--- src/hw/rtl/lpfr_pkg.sv ---
// shared types and constants of the length-prefixed frame receiver
// no dependencies
package lpfr_pkg;

  localparam int unsigned PADDR_W = 3;
  localparam int unsigned PDATA_W = 32;

  // register index, taken from paddr[2]
  localparam logic REG_TIMEOUT = 1'b0;
  localparam logic REG_MAX_LEN = 1'b1;

  localparam logic [31:0] TIMEOUT_RESET = 32'd100000;
  localparam logic [15:0] MAX_LEN_RESET = 16'd256;

  typedef enum logic [2:0] {
    EV_ABSORB = 3'd0,
    EV_DATA   = 3'd1,
    EV_LAST   = 3'd2,
    EV_EMPTY  = 3'd3,
    EV_DROP   = 3'd4,
    EV_KEY    = 3'd5,
    EV_STOP   = 3'd6,
    EV_IGN    = 3'd7
  } lpfr_event_t;

  typedef struct packed {
    logic [31:0] frame_timeout_us;
    logic [15:0] max_frame_len;
  } lpfr_cfg_t;

  typedef struct packed {
    logic [7:0]  rx_byte;
    logic [31:0] arrival_time_us;
  } lpfr_item_t;

  typedef struct packed {
    lpfr_event_t event_res;
    logic [7:0]  payload_byte;
    logic [15:0] frame_len;
    logic [3:0]  key_code;
    logic        timed_out;
  } lpfr_result_t;

endpackage

--- src/hw/rtl/lpfr_ifs.sv ---
// word channels of the frame receiver: received bytes in, results out
// depends on lpfr_pkg
interface lpfr_byte_if;
  logic        valid;
  logic        ready;
  logic [7:0]  rx_byte;
  logic [31:0] arrival_time_us;

  modport source (output valid, rx_byte, arrival_time_us, input ready);
  modport sink (input valid, rx_byte, arrival_time_us, output ready);
endinterface

interface lpfr_result_if import lpfr_pkg::*; ();
  logic        valid;
  logic        ready;
  lpfr_event_t event_res;
  logic [7:0]  payload_byte;
  logic [15:0] frame_len;
  logic [3:0]  key_code;
  logic        timed_out;

  modport source (output valid, event_res, payload_byte, frame_len, key_code, timed_out,
                  input ready);
  modport sink (input valid, event_res, payload_byte, frame_len, key_code, timed_out,
                output ready);
endinterface

--- src/hw/rtl/lpfr_cfg_regs.sv ---
// apb configuration registers: frame timeout and max frame length
// depends on lpfr_pkg
module lpfr_cfg_regs import lpfr_pkg::*; (
  input  logic               clk,
  input  logic               rst,
  input  logic               psel,
  input  logic               penable,
  input  logic               pwrite,
  input  logic [PADDR_W-1:0] paddr,
  input  logic [PDATA_W-1:0] pwdata,
  output logic [PDATA_W-1:0] prdata,
  output logic               pready,
  output lpfr_cfg_t          cfg
);

  logic wr;

  assign pready = 1'b1;
  assign wr     = psel && penable && pwrite;

  always_ff @(posedge clk) begin
    if (rst) begin
      cfg.frame_timeout_us <= TIMEOUT_RESET;
      cfg.max_frame_len    <= MAX_LEN_RESET;
    end else if (wr) begin
      unique case (paddr[2])
        REG_TIMEOUT: cfg.frame_timeout_us <= pwdata;
        REG_MAX_LEN: cfg.max_frame_len    <= pwdata[15:0];
        default: ;
      endcase
    end
  end

  always_comb begin
    unique case (paddr[2])
      REG_TIMEOUT: prdata = cfg.frame_timeout_us;
      REG_MAX_LEN: prdata = {16'd0, cfg.max_frame_len};
      default:     prdata = '0;
    endcase
  end

endmodule

--- src/hw/rtl/lpfr_in_reg.sv ---
// input register of the frame receiver, refills while the held word leaves
// depends on lpfr_pkg
module lpfr_in_reg import lpfr_pkg::*; (
  input  logic       clk,
  input  logic       rst,
  input  logic       in_valid,
  output logic       in_ready,
  input  lpfr_item_t in_item,
  output logic       held_valid,
  output lpfr_item_t held_item,
  input  logic       take
);

  assign in_ready = !held_valid || take;

  always_ff @(posedge clk) begin
    if (rst) begin
      held_valid <= 1'b0;
    end else if (in_ready) begin
      held_valid <= in_valid;
    end
  end

  always_ff @(posedge clk) begin
    if (in_ready && in_valid) begin
      held_item <= in_item;
    end
  end

endmodule

--- src/hw/rtl/lpfr_core.sv ---
// frame state, per-byte decode and result register of the frame receiver
// depends on lpfr_pkg
module lpfr_core import lpfr_pkg::*; (
  input  logic         clk,
  input  logic         rst,
  input  lpfr_cfg_t    cfg,
  input  logic         held_valid,
  input  lpfr_item_t   held_item,
  output logic         take,
  output logic         res_valid,
  input  logic         res_ready,
  output lpfr_result_t res
);

  typedef enum logic [1:0] {
    PH_IDLE = 2'd0,
    PH_LEN  = 2'd1,
    PH_PAY  = 2'd2
  } phase_t;

  localparam logic [7:0] CH_DIG1  = 8'h31;
  localparam logic [7:0] CH_DIG2  = 8'h32;
  localparam logic [7:0] CH_DIG4  = 8'h34;
  localparam logic [7:0] CH_DIG5  = 8'h35;
  localparam logic [7:0] CH_DIG6  = 8'h36;
  localparam logic [7:0] CH_DIG9  = 8'h39;
  localparam logic [7:0] CH_O     = 8'h6f;
  localparam logic [7:0] CH_P     = 8'h70;
  localparam logic [7:0] CH_SPACE = 8'h20;
  localparam logic [7:0] CH_CR    = 8'h0d;
  localparam logic [7:0] CH_LF    = 8'h0a;
  localparam logic [1:0] HDR_LAST = 2'd3;

  phase_t       phase, phase_next, phase_eff;
  logic [1:0]   header_count, header_count_next, hc_eff;
  logic [31:0]  length_shift, length_shift_next, shifted;
  logic [15:0]  payload_count, payload_count_next, pc_inc;
  logic [31:0]  last_byte_time, gap;
  logic         tmo;
  logic         is_tele;
  lpfr_event_t  tele_ev;
  logic [3:0]   tele_key;
  lpfr_result_t res_next;
  logic [7:0]   b;

  assign take = held_valid && (!res_valid || res_ready);
  assign b    = held_item.rx_byte;

  // teleop character classes
  always_comb begin
    is_tele  = 1'b1;
    tele_ev  = EV_KEY;
    tele_key = '0;
    if (b >= CH_DIG1 && b <= CH_DIG4) begin
      tele_key = 4'(b - CH_DIG1);
    end else if (b >= CH_DIG6 && b <= CH_DIG9) begin
      tele_key = 4'(b - CH_DIG2);
    end else if (b == CH_O) begin
      tele_key = 4'd8;
    end else if (b == CH_P) begin
      tele_key = 4'd9;
    end else if (b == CH_DIG5 || b == CH_SPACE) begin
      tele_ev = EV_STOP;
    end else if (b == CH_CR || b == CH_LF) begin
      tele_ev = EV_IGN;
    end else begin
      is_tele = 1'b0;
      tele_ev = EV_ABSORB;
    end
  end

  always_comb begin
    gap       = held_item.arrival_time_us - last_byte_time;
    tmo       = (phase == PH_LEN || phase == PH_PAY) && (gap > cfg.frame_timeout_us);
    phase_eff = (tmo || !(phase == PH_LEN || phase == PH_PAY)) ? PH_IDLE : phase;
    hc_eff    = tmo ? 2'd0 : header_count;
    shifted   = {b, length_shift[31:8]};
    pc_inc    = payload_count + 16'd1;

    phase_next         = phase_eff;
    header_count_next  = hc_eff;
    length_shift_next  = length_shift;
    payload_count_next = payload_count;

    res_next           = '0;
    res_next.event_res = EV_ABSORB;
    res_next.timed_out = tmo;

    unique case (phase_eff)
      PH_LEN: begin
        length_shift_next = shifted;
        if (hc_eff < HDR_LAST) begin
          header_count_next = hc_eff + 2'd1;
        end else begin
          header_count_next  = '0;
          payload_count_next = '0;
          if (shifted > {16'd0, cfg.max_frame_len}) begin
            res_next.event_res = EV_DROP;
            phase_next         = PH_IDLE;
          end else if (shifted == '0) begin
            res_next.event_res = EV_EMPTY;
            phase_next         = PH_IDLE;
          end else begin
            phase_next = PH_PAY;
          end
        end
      end
      PH_PAY: begin
        payload_count_next    = pc_inc;
        res_next.payload_byte = b;
        if ({16'd0, pc_inc} < length_shift) begin
          res_next.event_res = EV_DATA;
        end else begin
          res_next.event_res = EV_LAST;
          res_next.frame_len = length_shift[15:0];
          phase_next         = PH_IDLE;
        end
      end
      default: begin
        // idle: teleop chars bypass, anything else opens a header
        if (is_tele) begin
          res_next.event_res = tele_ev;
          res_next.key_code  = tele_key;
        end else begin
          length_shift_next = shifted;
          header_count_next = 2'd1;
          phase_next        = PH_LEN;
        end
      end
    endcase
  end

  always_ff @(posedge clk) begin
    if (rst) begin
      phase          <= PH_IDLE;
      header_count   <= '0;
      length_shift   <= '0;
      payload_count  <= '0;
      last_byte_time <= '0;
      res_valid      <= 1'b0;
    end else begin
      if (take) begin
        phase          <= phase_next;
        header_count   <= header_count_next;
        length_shift   <= length_shift_next;
        payload_count  <= payload_count_next;
        last_byte_time <= held_item.arrival_time_us;
        res_valid      <= 1'b1;
      end else if (res_ready) begin
        res_valid <= 1'b0;
      end
    end
  end

  always_ff @(posedge clk) begin
    if (take) begin
      res <= res_next;
    end
  end

endmodule

--- src/hw/rtl/length_prefixed_frame_receiver_top.sv ---
// a byte accepted passes through the input register and then the result register
// throughput: one byte per cycle while result words are taken; every byte gives exactly one result word
// the input register refills while its word moves on, the result register holds a stalled word
// reset (rst, synchronous, active high): idle phase, counters and last time cleared,
// timeout 100000 us and max length 256, both channels empty
module length_prefixed_frame_receiver_top import lpfr_pkg::*; (
  input  logic               clk,
  input  logic               rst,
  lpfr_byte_if.sink          byte_ch,
  lpfr_result_if.source      result_ch,
  input  logic               psel,
  input  logic               penable,
  input  logic               pwrite,
  input  logic [PADDR_W-1:0] paddr,
  input  logic [PDATA_W-1:0] pwdata,
  output logic [PDATA_W-1:0] prdata,
  output logic               pready
);

  lpfr_cfg_t    cfg;
  lpfr_item_t   in_item, held_item;
  logic         held_valid;
  logic         take;
  lpfr_result_t res;

  // register block: timeout at byte address 0, max length at 4
  lpfr_cfg_regs u_cfg (
    .clk     (clk),
    .rst     (rst),
    .psel    (psel),
    .penable (penable),
    .pwrite  (pwrite),
    .paddr   (paddr),
    .pwdata  (pwdata),
    .prdata  (prdata),
    .pready  (pready),
    .cfg     (cfg)
  );

  assign in_item.rx_byte         = byte_ch.rx_byte;
  assign in_item.arrival_time_us = byte_ch.arrival_time_us;

  // input register: parts the byte channel from the decode logic
  lpfr_in_reg u_in (
    .clk        (clk),
    .rst        (rst),
    .in_valid   (byte_ch.valid),
    .in_ready   (byte_ch.ready),
    .in_item    (in_item),
    .held_valid (held_valid),
    .held_item  (held_item),
    .take       (take)
  );

  // decode: timeout check, teleop bypass, header shift, payload count;
  // the state advances only when the word moves into the result register
  lpfr_core u_core (
    .clk        (clk),
    .rst        (rst),
    .cfg        (cfg),
    .held_valid (held_valid),
    .held_item  (held_item),
    .take       (take),
    .res_valid  (result_ch.valid),
    .res_ready  (result_ch.ready),
    .res        (res)
  );

  assign result_ch.event_res    = res.event_res;
  assign result_ch.payload_byte = res.payload_byte;
  assign result_ch.frame_len    = res.frame_len;
  assign result_ch.key_code     = res.key_code;
  assign result_ch.timed_out    = res.timed_out;

endmodule

--- src/flat_wrapper.sv ---
// flat-port wrapper written by rule: the top's interface ports become plain ports
module length_prefixed_frame_receiver_top_flat import lpfr_pkg::*;
  (clk, rst, psel, penable, pwrite, paddr, pwdata, prdata, pready, byte_ch_valid, byte_ch_rx_byte, byte_ch_arrival_time_us, byte_ch_ready, result_ch_valid, result_ch_event_res, result_ch_payload_byte, result_ch_frame_len, result_ch_key_code, result_ch_timed_out, result_ch_ready);
  lpfr_byte_if byte_ch_i ();
  lpfr_result_if result_ch_i ();
  input  logic clk;
  input  logic rst;
  input  logic psel;
  input  logic penable;
  input  logic pwrite;
  input  logic [PADDR_W-1:0] paddr;
  input  logic [PDATA_W-1:0] pwdata;
  output logic [PDATA_W-1:0] prdata;
  output logic pready;
  input wire logic [$bits(byte_ch_i.valid)-1:0] byte_ch_valid;
  input wire logic [$bits(byte_ch_i.rx_byte)-1:0] byte_ch_rx_byte;
  input wire logic [$bits(byte_ch_i.arrival_time_us)-1:0] byte_ch_arrival_time_us;
  output wire logic [$bits(byte_ch_i.ready)-1:0] byte_ch_ready;
  output wire logic [$bits(result_ch_i.valid)-1:0] result_ch_valid;
  output wire logic [$bits(result_ch_i.event_res)-1:0] result_ch_event_res;
  output wire logic [$bits(result_ch_i.payload_byte)-1:0] result_ch_payload_byte;
  output wire logic [$bits(result_ch_i.frame_len)-1:0] result_ch_frame_len;
  output wire logic [$bits(result_ch_i.key_code)-1:0] result_ch_key_code;
  output wire logic [$bits(result_ch_i.timed_out)-1:0] result_ch_timed_out;
  input wire logic [$bits(result_ch_i.ready)-1:0] result_ch_ready;
  assign byte_ch_i.valid = byte_ch_valid;
  assign byte_ch_i.rx_byte = byte_ch_rx_byte;
  assign byte_ch_i.arrival_time_us = byte_ch_arrival_time_us;
  assign byte_ch_ready = byte_ch_i.ready;
  assign result_ch_valid = result_ch_i.valid;
  assign result_ch_event_res = result_ch_i.event_res;
  assign result_ch_payload_byte = result_ch_i.payload_byte;
  assign result_ch_frame_len = result_ch_i.frame_len;
  assign result_ch_key_code = result_ch_i.key_code;
  assign result_ch_timed_out = result_ch_i.timed_out;
  assign result_ch_i.ready = result_ch_ready;
  length_prefixed_frame_receiver_top u_core (.clk(clk), .rst(rst), .byte_ch(byte_ch_i), .result_ch(result_ch_i), .psel(psel), .penable(penable), .pwrite(pwrite), .paddr(paddr), .pwdata(pwdata), .prdata(prdata), .pready(pready));
endmodule
--- config.mk ---
export PLATFORM = sky130hd
export DESIGN_NAME = length_prefixed_frame_receiver_top_flat
export DESIGN_NICKNAME = d
export VERILOG_FILES = /design/src/hw/rtl/lpfr_pkg.sv /design/src/hw/rtl/lpfr_ifs.sv /design/src/hw/rtl/lpfr_cfg_regs.sv /design/src/hw/rtl/lpfr_in_reg.sv /design/src/hw/rtl/lpfr_core.sv /design/src/hw/rtl/length_prefixed_frame_receiver_top.sv /design/src/flat_wrapper.sv
export SDC_FILE = /design/constraint.sdc
export NUM_CORES = 1
export LEC_CHECK = 0
export ABC_AREA = 1
export BUFFER_PORTS_ARGS = -buffer_cell sky130_fd_sc_hd__buf_2
export CORE_MARGIN = 2
export CORE_UTILIZATION = 52
export CTS_BUF_LIST = sky130_fd_sc_hd__clkbuf_4
export CTS_CLUSTER_SIZE = 8
export DETAILED_ROUTE_END_ITERATION = 16
export PLACE_DENSITY = 0.73
export SLEW_MARGIN = 20
export SYNTH_ARGS = -nofsm -noshare
export SYNTH_HDL_FRONTEND = slang
export SYNTH_SLANG_ARGS = --single-unit
export TNS_END_PERCENT = 10
--- constraint.sdc ---
create_clock -name clk -period 8.12 [get_ports clk]
set_input_delay 0 -clock clk [delete_from_list [all_inputs] [get_ports clk]]
set_output_delay 0 -clock clk [all_outputs]
set_load 0.005 [all_outputs]
==> run_results.csv, run 1 <==
group,metric,value,unit
run_status,outcome,"complete, no violations",
logic_synthesis,synth_area,11400,um^2
place,port_buffers,145,
clocking,cts_sinks,206,
clocking,clk_pin_slew,0.08,ns
floorplan,core_area,21690,um^2
setup_path,reg2reg_depth,30,
setup_path,cp-endpoint,"u_core.u_core.payload_count[8]",
grt,first_global_vias,10420,
power,leakage,6.242,nW
setup_path,crit_top_cell,"nand2_1",
logic_synthesis,async_reset_ff_share,0,%
routing,firstDrtPassIters,8,
worst_hold_path,min_path_type,"in -> reg",
routing,wl_per_cell,15.14,um
clocking,clockBufferDepth,3,
timing,whs,0.03526,ns
place,dp_hpwl,20520,um
floorplan,dieArea,23130,um^2
routing,vias,10450,
timing,finalSetupViolCount,0,
clocking,numCtsBuffers,53,
floorplan,start_util,52.57,%
setup_path,path_max_fanout,16,
logic_synthesis,ys_seq_elements,206,
logic_synthesis,synth.area.top_cells,"dfxtp_1, edfxtp_1, ha_1",
grt,antenna_found_initial,1,
timing,finalSetupTns,0,ns
floorplan,rows,54,
clocking,h-tree-depth,2,
timing,maxSlewHeadroom,39.09,%
final_layout,area_growth,22.24,%
place,preCtsSetupSlack,1.896,ns
logic_synthesis,syn_avg_cell_area,8.092,um^2
routing,wirelength,30060,um
worst_hold_path,worstHoldStart,"byte_ch_rx_byte[3]",
setup_path,arrival,6.94,ns
setup_path,cpMaxStageDelayCell,"nor2_2",
place,gp_congestion,0.8834,
job,maxCapViolCount,0,
setup_path,reg2reg_slack,1.76,ns
timing,rsz0062_at_grt,"false",
timing,finClkSkew,0.04547,ns
setup_path,cp-end-kind,"flip-flop",
clocking,worstSkewPairLatency,0.68,ns
timing,worstMarginPinSlew,0.9136,ns
logic_synthesis,synth_cell_type_count,49,
setup_path,r2r-end,"u_core.u_core.payload_count[8]",
routing,ant_nets,0,
logic_synthesis,postSynthCellCount,1409,
setup_path,max_stage_delay,0.62,ns
timing,fmax,157.3,MHz
clocking,cts-resized-gates,0,
timing,fin_ws,1.763,ns
logic_synthesis,ys.flop_type,"dfxtp_1",
setup_path,worstPathRequired,8.70,ns
power,power.total,2.607,mW
timing,fin_crit_sh,78.28,%
final_layout,finalNetCount,1851,
power,power_density,187.0,nW/um^2
setup_path,start_kind,"flip-flop",
logic_synthesis,yosysSeqAreaShare,42.49,%
setup_path,rr_startpoint,"u_core.u_in.held_item[0]",
routing,drt_iter0_markers,572,
logic_synthesis,synth.largest_area_cell,"dfxtp_1",
logic_synthesis,yosys_warnings,0,
timing,slew_viol_final,0,
timing,min_period,6.357,ns
clocking,cts-root-buf,"clkbuf_4",
logic_synthesis,synth-edff-count,72,
clocking,cts_tree,"done",
floorplan,num_io_pins,149,
power,irDropWorstVdd,127.3,uV
grt,grt-ovfl-total,0,
setup_path,cp-startpoint,"u_core.u_in.held_item[0]",
grt,grt_max_degree,86,
timing,hold_viol_final,0,
routing,drc,0,
grt,grt_usage,25.47,%
logic_synthesis,synth_top_area_share,23.53,%
final_layout,post-route-util,64.27,%
floorplan,die_h,152.1,um
final_layout,drive_gt1_share,15.85,%
grt,grt_first_pass_wirelength,48470,um
floorplan,die_x,152.1,um
routing,viasPerCell,5.264,
setup_path,timing.setup.critical_path_class,"reg -> reg",
logic_synthesis,syn-num-nets,1597,
==> synthesized netlist by cell type, types with 6 or more instances <==
library cell  instances
a21o_1                6
a21oi_1             196
clkbuf_1             34
dfxtp_1             134
edfxtp_1             72
ha_1                105
inv_1               194
nand2_1             208
nand3_1              31
nand4_1              18
nor2_1              119
nor3_1               13
nor4_1                6
o21ai_0             136
o21ai_1              24
xnor2_1              12
xor2_1               31
==> power breakdown <==
part | internal, mW | switching [mW]
sequential | 1.12 | 0.0304
combinational | 0.227 | 0.340
clock | 0.466 | 0.420
==> cell usage in the layout, fill, tap and decap left out, drive strengths merged, types with 2 or more instances in the layout <==
cell	netlist	final
dfxtp	134	134
nor2	126	126
inv	196	197
xnor2	13	13
nand3b	3	3
clkbuf	34	84
xor2	31	31
a21o	6	6
dlygate4sd3	0	96
a211oi	4	4
nand4	19	19
ha	105	105
a22oi	2	2
a31oi	3	3
a21oi	199	199
nor4	6	6
edfxtp	72	72
nand3	34	34
o211ai	2	2
o21a	3	3
buf	13	150
nor3	18	18
clkinv	1	12
a31o	3	3
o21ai	163	163
nand2	211	211
==> worst max-delay path, delay by kind of cell (launching register included) <==
| family | cells | cell delay, ns |
|---|---|---|
| flops | 1 | 0.37 |
| compound gates | 6 | 1.39 |
| simple gates | 13 | 2.08 |
| buf+inv | 6 | 0.92 |
| fa+ha+maj | 4 | 1.38 |
| xor+xnor | 1 | 0.15 |
==> worst min-delay path by stage <==
stage	to	depth (start not counted)
3_3_place_gp	u_core.u_in.held_item[15]	1
5_1_grt	u_core.u_in.held_item[35]	2
3_5_place_dp	u_core.u_in.held_item[15]	1
2_1_floorplan	u_core.u_in.held_item[0]	0
6_report	u_core.u_in.held_item[35]	2
4_1_cts	u_core.u_in.held_item[16]	2
==> per-layer routing <==
layer  vias up  GRT usage (%)  share of wire, %
met2       347          45.43                49
met5         -              0                 0
met1      4698          28.63                39
met4         0          14.37               5.8
li1       5277              -                 -
met3       128          4.592               5.3
==> final cells by class <==
cell class                      count  area, um^2
Multi-Input combinational cell    959        5600
Tap cell                          280       350.3
Timing Repair Buffer              246        1724
Fill cell                        1826        7750
Clock buffer                       84       630.6
Inverter                          197       739.5
Clock inverter                     12       46.29
Antenna cell                        1       2.502
Sequential cell                   206        4845
==> registers in the layout, summed over array words and instances, names as in the netlist <==
| signal | count |
|---|---|
| u_core.u_cfg.cfg | 48 |
| u_core.u_core.header_count | 2 |
| u_core.u_core.last_byte_time | 32 |
| u_core.u_core.length_shift | 32 |
| u_core.u_core.payload_count | 16 |
| u_core.u_core.phase | 2 |
| u_core.u_core.res | 32 |
| u_core.u_core.res_valid | 1 |
| u_core.u_in.held_item | 40 |
| u_core.u_in.held_valid | 1 |
==> through the flow <==
stage / instance area, um^2 / cells
finish: 13940 / 1985
global route: 13940 / 1985
CTS: 13940 / 1984
detailed placement: 12300 / 1792
global placement: 12300 / 1792
floorplan: 11400 / 1409
==> kinds of logic (layout without fill, tap and decap cells) <==
group                    count (synthesis)  in the layout  synth area share, %
other                                    1              2              0.03289
AND/OR/NAND/NOR                        419            419                16.01
AO/OA/AOI/OAI                          389            389                17.91
adder cells (fa/ha/maj)                106            106                11.70
flip-flops                             206            206                42.49
buffers and inverters                  244            539                8.416
XOR/XNOR                                44             44                3.446
==> timing repair <==
action                                 in CTS  in global routing
hold buffers                               96                  0
endpoints found under the hold margin     107                  0
buffers inserted                            0                  0
(Power assumes the default switching activity.)
==> run 2, diff against run 1 <==
Clock period 8.12 ns to 6.55 ns, I/O delays scaled along.
==> run_results.csv, run 2 (synthesized netlist as in run 1, its figures left out) <==
group,metric,value,unit
timing,fin_crit_sh,89.75,%
timing,worstMarginPinSlew,0.9238,ns
setup_path,cp-startpoint,"u_core.u_in.held_item[0]",
timing,fmax,170.1,MHz
clocking,clk_pin_slew,0.07,ns
final_layout,nFillCells,1807,
setup_path,cp-end-kind,"flip-flop",
routing,firstDrtPassIters,5,
routing,viasPerCell,5.280,
power,irDropWorstVdd,219.7,uV
routing,vias,10450,
power,leakage,6.207,nW
floorplan,dieArea,23130,um^2
final_layout,final_cell_mix,"nand2_1, a21oi_1, inv_1",
floorplan,start_util,52.57,%
place,gp_congestion,0.9341,
timing,hold_viol_final,0,
timing,slew_viol_final,0,
timing,finalSetupTns,0,ns
final_layout,area_growth,21.60,%
final_layout,instances_no_fill,1979,
clocking,cts_setup_buffers,0,
grt,grt-ovfl-total,0,
grt,grt_usage,24.95,%
grt,grt_max_degree,71,
final_layout,final_common_cell,"nand2_1",
routing,wirelength,29660,um
setup_path,crit_top_cell,"nand2_1",
final_layout,design_area,13860,um^2
timing,min_period,5.879,ns
setup_path,rr_startpoint,"u_core.u_in.held_item[0]",
timing,maxSlewHeadroom,38.42,%
setup_path,cp-endpoint,"u_core.u_core.payload_count[9]",
final_layout,regMostFlops,"u_core.u_cfg.cfg",
clocking,cts-resized-gates,0,
setup_path,cpMaxStageDelayCell,"ha_1",
floorplan,core_area,21690,um^2
routing,drt_iter0_markers,664,
setup_path,worstPathRequired,7.12,ns
floorplan,die_h,152.1,um
run_status,outcome,"complete, no violations",
clocking,worstSkewPairLatency,0.66,ns
setup_path,start_kind,"flip-flop",
grt,first_global_vias,10100,
final_layout,post-route-util,63.93,%
clocking,cts_sinks,206,
power,power_density,229.1,nW/um^2
routing,drc,0,
setup_path,arrival,6.45,ns
floorplan,die_x,152.1,um
grt,grt_first_pass_wirelength,47550,um
final_layout,drive_gt1_share,15.61,%
routing,wl_per_cell,14.99,um
worst_hold_path,min_path_type,"in -> reg",
clocking,h-tree-depth,2,
final_layout,top_regs,"u_core.u_cfg.cfg (48), u_core.u_in.held_item (40)",
place,port_buffers,145,
place,place_area,12310,um^2
job,maxCapViolCount,0,
clocking,cts_tree,"done",
setup_path,reg2reg_depth,31,
clocking,clockBufferDepth,3,
place,preCtsSetupSlack,0.7880,ns
setup_path,path_max_fanout,16,
timing,whs,0.04933,ns
setup_path,max_stage_delay,0.55,ns
setup_path,r2r-end,"u_core.u_core.payload_count[9]",
clocking,numCtsBuffers,52,
floorplan,rows,54,
final_layout,finalNetCount,1848,
place,dp_hpwl,20340,um
clocking,hold_buffers,92,
grt,antenna_found_initial,1,
floorplan,num_io_pins,149,
routing,ant_nets,0,
place,placedCellCount,1793,
timing,finClkSkew,0.02027,ns
setup_path,timing.setup.critical_path_class,"reg -> reg",
final_layout,largest_reg_flops,48,
setup_path,reg2reg_slack,0.67,ns
timing,rsz0062_at_grt,"false",
clocking,cts-root-buf,"clkbuf_4",
power,power.total,3.176,mW
timing,fin_ws,0.6711,ns
timing,finalSetupViolCount,0,
## run 2: area by class of cell
cell class | count | area [um^2] | share of cell area, %
Antenna cell | 1 | 2.502 | 0.01805
Clock buffer | 73 | 548.0 | 3.953
Clock inverter | 19 | 77.57 | 0.5595
Inverter | 197 | 739.5 | 5.333
Multi-Input combinational cell | 959 | 5600 | 40.39
Sequential cell | 206 | 4845 | 34.94
Tap cell | 280 | 350.3 | 2.527
Timing Repair Buffer | 244 | 1702 | 12.27
## run 2: power by group
part | total, mW | internal [mW] | switching, mW
Sequential | 1.43 | 1.39 | 0.0362
Clock | 1.04 | 0.515 | 0.528
Combinational | 0.704 | 0.281 | 0.423
## run 2: how the worst min path moves through the flow
stage	start	to	depth (start not counted)
2_1_floorplan	byte_ch_arrival_time_us[0]	u_core.u_in.held_item[0]	0
3_3_place_gp	byte_ch_arrival_time_us[16]	u_core.u_in.held_item[16]	1
3_5_place_dp	byte_ch_arrival_time_us[5]	u_core.u_in.held_item[5]	1
4_1_cts	byte_ch_arrival_time_us[31]	u_core.u_in.held_item[31]	2
5_1_grt	byte_ch_arrival_time_us[8]	u_core.u_in.held_item[8]	2
6_report	byte_ch_arrival_time_us[16]	u_core.u_in.held_item[16]	2
## run 2: layer usage
| metal | vias up | GRT usage (%) | wire [um] |
|---|---|---|---|
| li1 | 5262 | - | - |
| met1 | 4788 | 28.70 | 12390 |
| met2 | 297 | 44.02 | 14570 |
| met3 | 102 | 4.335 | 1233 |
| met4 | 0 | 13.80 | 1462 |
| met5 | - | 0 | 0 |
## run 2: worst max-delay path: cells and delay by family (launching register included)
kind | cells | cell delay, ns
xor+xnor | 1 | 0.14
fa+ha+maj | 4 | 1.36
buf+inv | 7 | 1.11
compound gates | 6 | 1.31
flops | 1 | 0.36
simple gates | 13 | 1.52
==> run 3, diff against run 2 <==
==> constraint.sdc (replaced) <==
create_clock -name clk -period 6.55 [get_ports clk]
set_input_delay 1.6375 -clock clk [delete_from_list [all_inputs] [get_ports clk]]
set_output_delay 1.6375 -clock clk [all_outputs]
set_load 0.005 [all_outputs]
==> run_results.csv, run 3 (synthesized netlist as in run 1, its figures left out) <==
group,metric,value,unit
final_layout,nFillCells,1975,
job,maxCapViolCount,0,
setup_path,cpMaxStageDelayCell,"inv_1",
routing,vias,9976,
power,p_comb_share,20.5,%
timing,finClkSkew,0.04010,ns
clocking,hold_buffers,0,
power,switching_share,30.31,%
final_layout,seq_area,4845,um^2
floorplan,dieArea,23130,um^2
timing,slew_viol_final,0,
power,power.total,3.202,mW
power,leakage,5.872,nW
grt,grt_first_pass_wirelength,44610,um
timing,maxSlewHeadroom,39.18,%
clocking,cts-root-buf,"clkbuf_4",
final_layout,multiInputGateArea,5600,um^2
final_layout,final_common_cell,"nand2_1",
routing,drc,0,
floorplan,die_h,152.1,um
clocking,numCtsBuffers,54,
power,netSwitchingPower,0.9704,mW
setup_path,cp-endpoint,"u_core.u_core.payload_count[8]",
clocking,worstSkewPairLatency,0.66,ns
setup_path,worstPathRequired,7.08,ns
final_layout,top_regs,"u_core.u_cfg.cfg (48), u_core.u_in.held_item (40)",
timing,hold_viol_final,0,
floorplan,core_area,21690,um^2
worst_hold_path,min_path_type,"reg -> reg",
power,irDropWorstVdd,154.4,uV
setup_path,path_max_fanout,16,
setup_path,cp-startpoint,"u_core.u_in.held_item[0]",
place,placedCellCount,1794,
final_layout,area_growth,14.17,%
clocking,cts-resized-gates,0,
setup_path,rr_startpoint,"u_core.u_in.held_item[0]",
setup_path,max_stage_delay,0.46,ns
clocking,cts_setup_buffers,0,
grt,grt-ovfl-total,0,
final_layout,instances_no_fill,1895,
final_layout,post-route-util,60.02,%
final_layout,design_area,13020,um^2
routing,viasPerCell,5.264,
floorplan,num_io_pins,149,
run_status,outcome,"complete, no violations",
floorplan,die_x,152.1,um
setup_path,reg2reg_slack,0.97,ns
setup_path,crit_top_cell,"nand2_1",
place,gp_congestion,0.9097,
final_layout,final_cell_mix,"nand2_1, a21oi_1, inv_1",
final_layout,finalNetCount,1758,
timing,rsz0062_at_grt,"false",
setup_path,cp-end-kind,"flip-flop",
routing,drt_iter0_markers,445,
timing,fmax,179.1,MHz
power,seqPwrFrac,44.6,%
power,power_density,246.0,nW/um^2
clocking,clk_pin_slew,0.07,ns
setup_path,reg2reg_depth,32,
grt,grt_usage,23.25,%
final_layout,largest_reg_flops,48,
clocking,h-tree-depth,2,
setup_path,arrival,6.11,ns
final_layout,regMostFlops,"u_core.u_cfg.cfg",
routing,firstDrtPassIters,5,
clocking,clockBufferDepth,3,
final_layout,drive_gt1_share,17.04,%
timing,finalSetupViolCount,0,
timing,fin_crit_sh,85.23,%
routing,ant_nets,0,
setup_path,start_kind,"flip-flop",
place,port_buffers,145,
place,place_area,12310,um^2
grt,antenna_found_initial,1,
timing,worstMarginPinSlew,0.9122,ns
clocking,cts_tree,"done",
power,internal_power,2.231,mW
timing,finalSetupTns,0,ns
floorplan,rows,54,
setup_path,timing.setup.critical_path_class,"reg -> reg",
grt,grt_max_degree,70,
floorplan,start_util,52.57,%
setup_path,r2r-end,"u_core.u_core.payload_count[8]",
place,dp_hpwl,20520,um
routing,wirelength,27650,um
timing,min_period,5.582,ns
routing,wl_per_cell,14.59,um
clocking,cts_sinks,206,
grt,first_global_vias,9674,
power,p_clk_share,34.9,%
-- run 3: cell types whose count changed in the layout (fill, tap and decap cells not counted) --
| cell | previous run | this run |
|---|---|---|
| clkinv_2 | 5 | 3 |
| buf_4 | 6 | 7 |
| dlygate4sd3_1 | 93 | 0 |
| clkbuf_4 | 73 | 86 |
| clkinv_1 | 13 | 12 |
| inv_2 | 5 | 3 |
-- run 3: area by class of cell --
cell class | count | share of cell area [%]
diodes | 1 | 0.01922
clock buffers | 86 | 4.960
clock inverters | 14 | 0.4325
inverters | 197 | 5.680
multi-input cells | 959 | 43.02
flip-flops and latches | 206 | 37.22
well taps | 280 | 2.691
repair buffers | 152 | 5.978
-- run 3: worst min-delay path by stage --
stage | start | endpoint | depth (start not counted)
floorplan | u_core.u_core.last_byte_time[10] | u_core.u_core.last_byte_time[10] | 2
global route | u_core.u_core.last_byte_time[19] | u_core.u_core.last_byte_time[19] | 2
detailed placement | u_core.u_core.last_byte_time[19] | u_core.u_core.last_byte_time[19] | 2
finish | u_core.u_core.last_byte_time[20] | u_core.u_core.last_byte_time[20] | 2
global placement | u_core.u_core.last_byte_time[20] | u_core.u_core.last_byte_time[20] | 2
CTS | u_core.u_core.last_byte_time[14] | u_core.u_core.last_byte_time[14] | 2
-- run 3: critical path, delay by kind of cell (launching register included) --
family,cells,cell delay (ns)
simple gates,14,1.63
fa+ha+maj,4,1.10
xor+xnor,1,0.15
compound gates,6,1.15
flops,1,0.36
buf+inv,7,1.06
-- run 3: metrics by stage --
| stage | worst slack (ns) | hold slack [ns] |
|---|---|---|
| floorplan | 1.995 | 0.4331 |
| global placement | 1.176 | 0.4426 |
| detailed placement | 1.051 | 0.4508 |
| CTS | 0.9909 | 0.4595 |
| global route | 0.4164 | 0.4707 |
| finish | 0.9677 | 0.4571 |
-- run 3: per-layer routing --
layer	share of wire [%]	wire [um]	global-route usage, %
met2	50	13920	42.30
met3	4.6	1270	4.022
met5	0	0	0
met4	3.7	1021	10.50
met1	41	11440	26.63
-- run 3: power groups by stage --
stage          logic (mW)  registers, mW  clock network [mW]
3_3_place_gp        0.632           1.45                   0
6_report            0.655           1.43                1.12
2_1_floorplan       0.482           1.45                   0
5_1_grt             0.753           1.43                1.21
4_1_cts             0.655           1.43                1.15
3_5_place_dp        0.651           1.46                   0
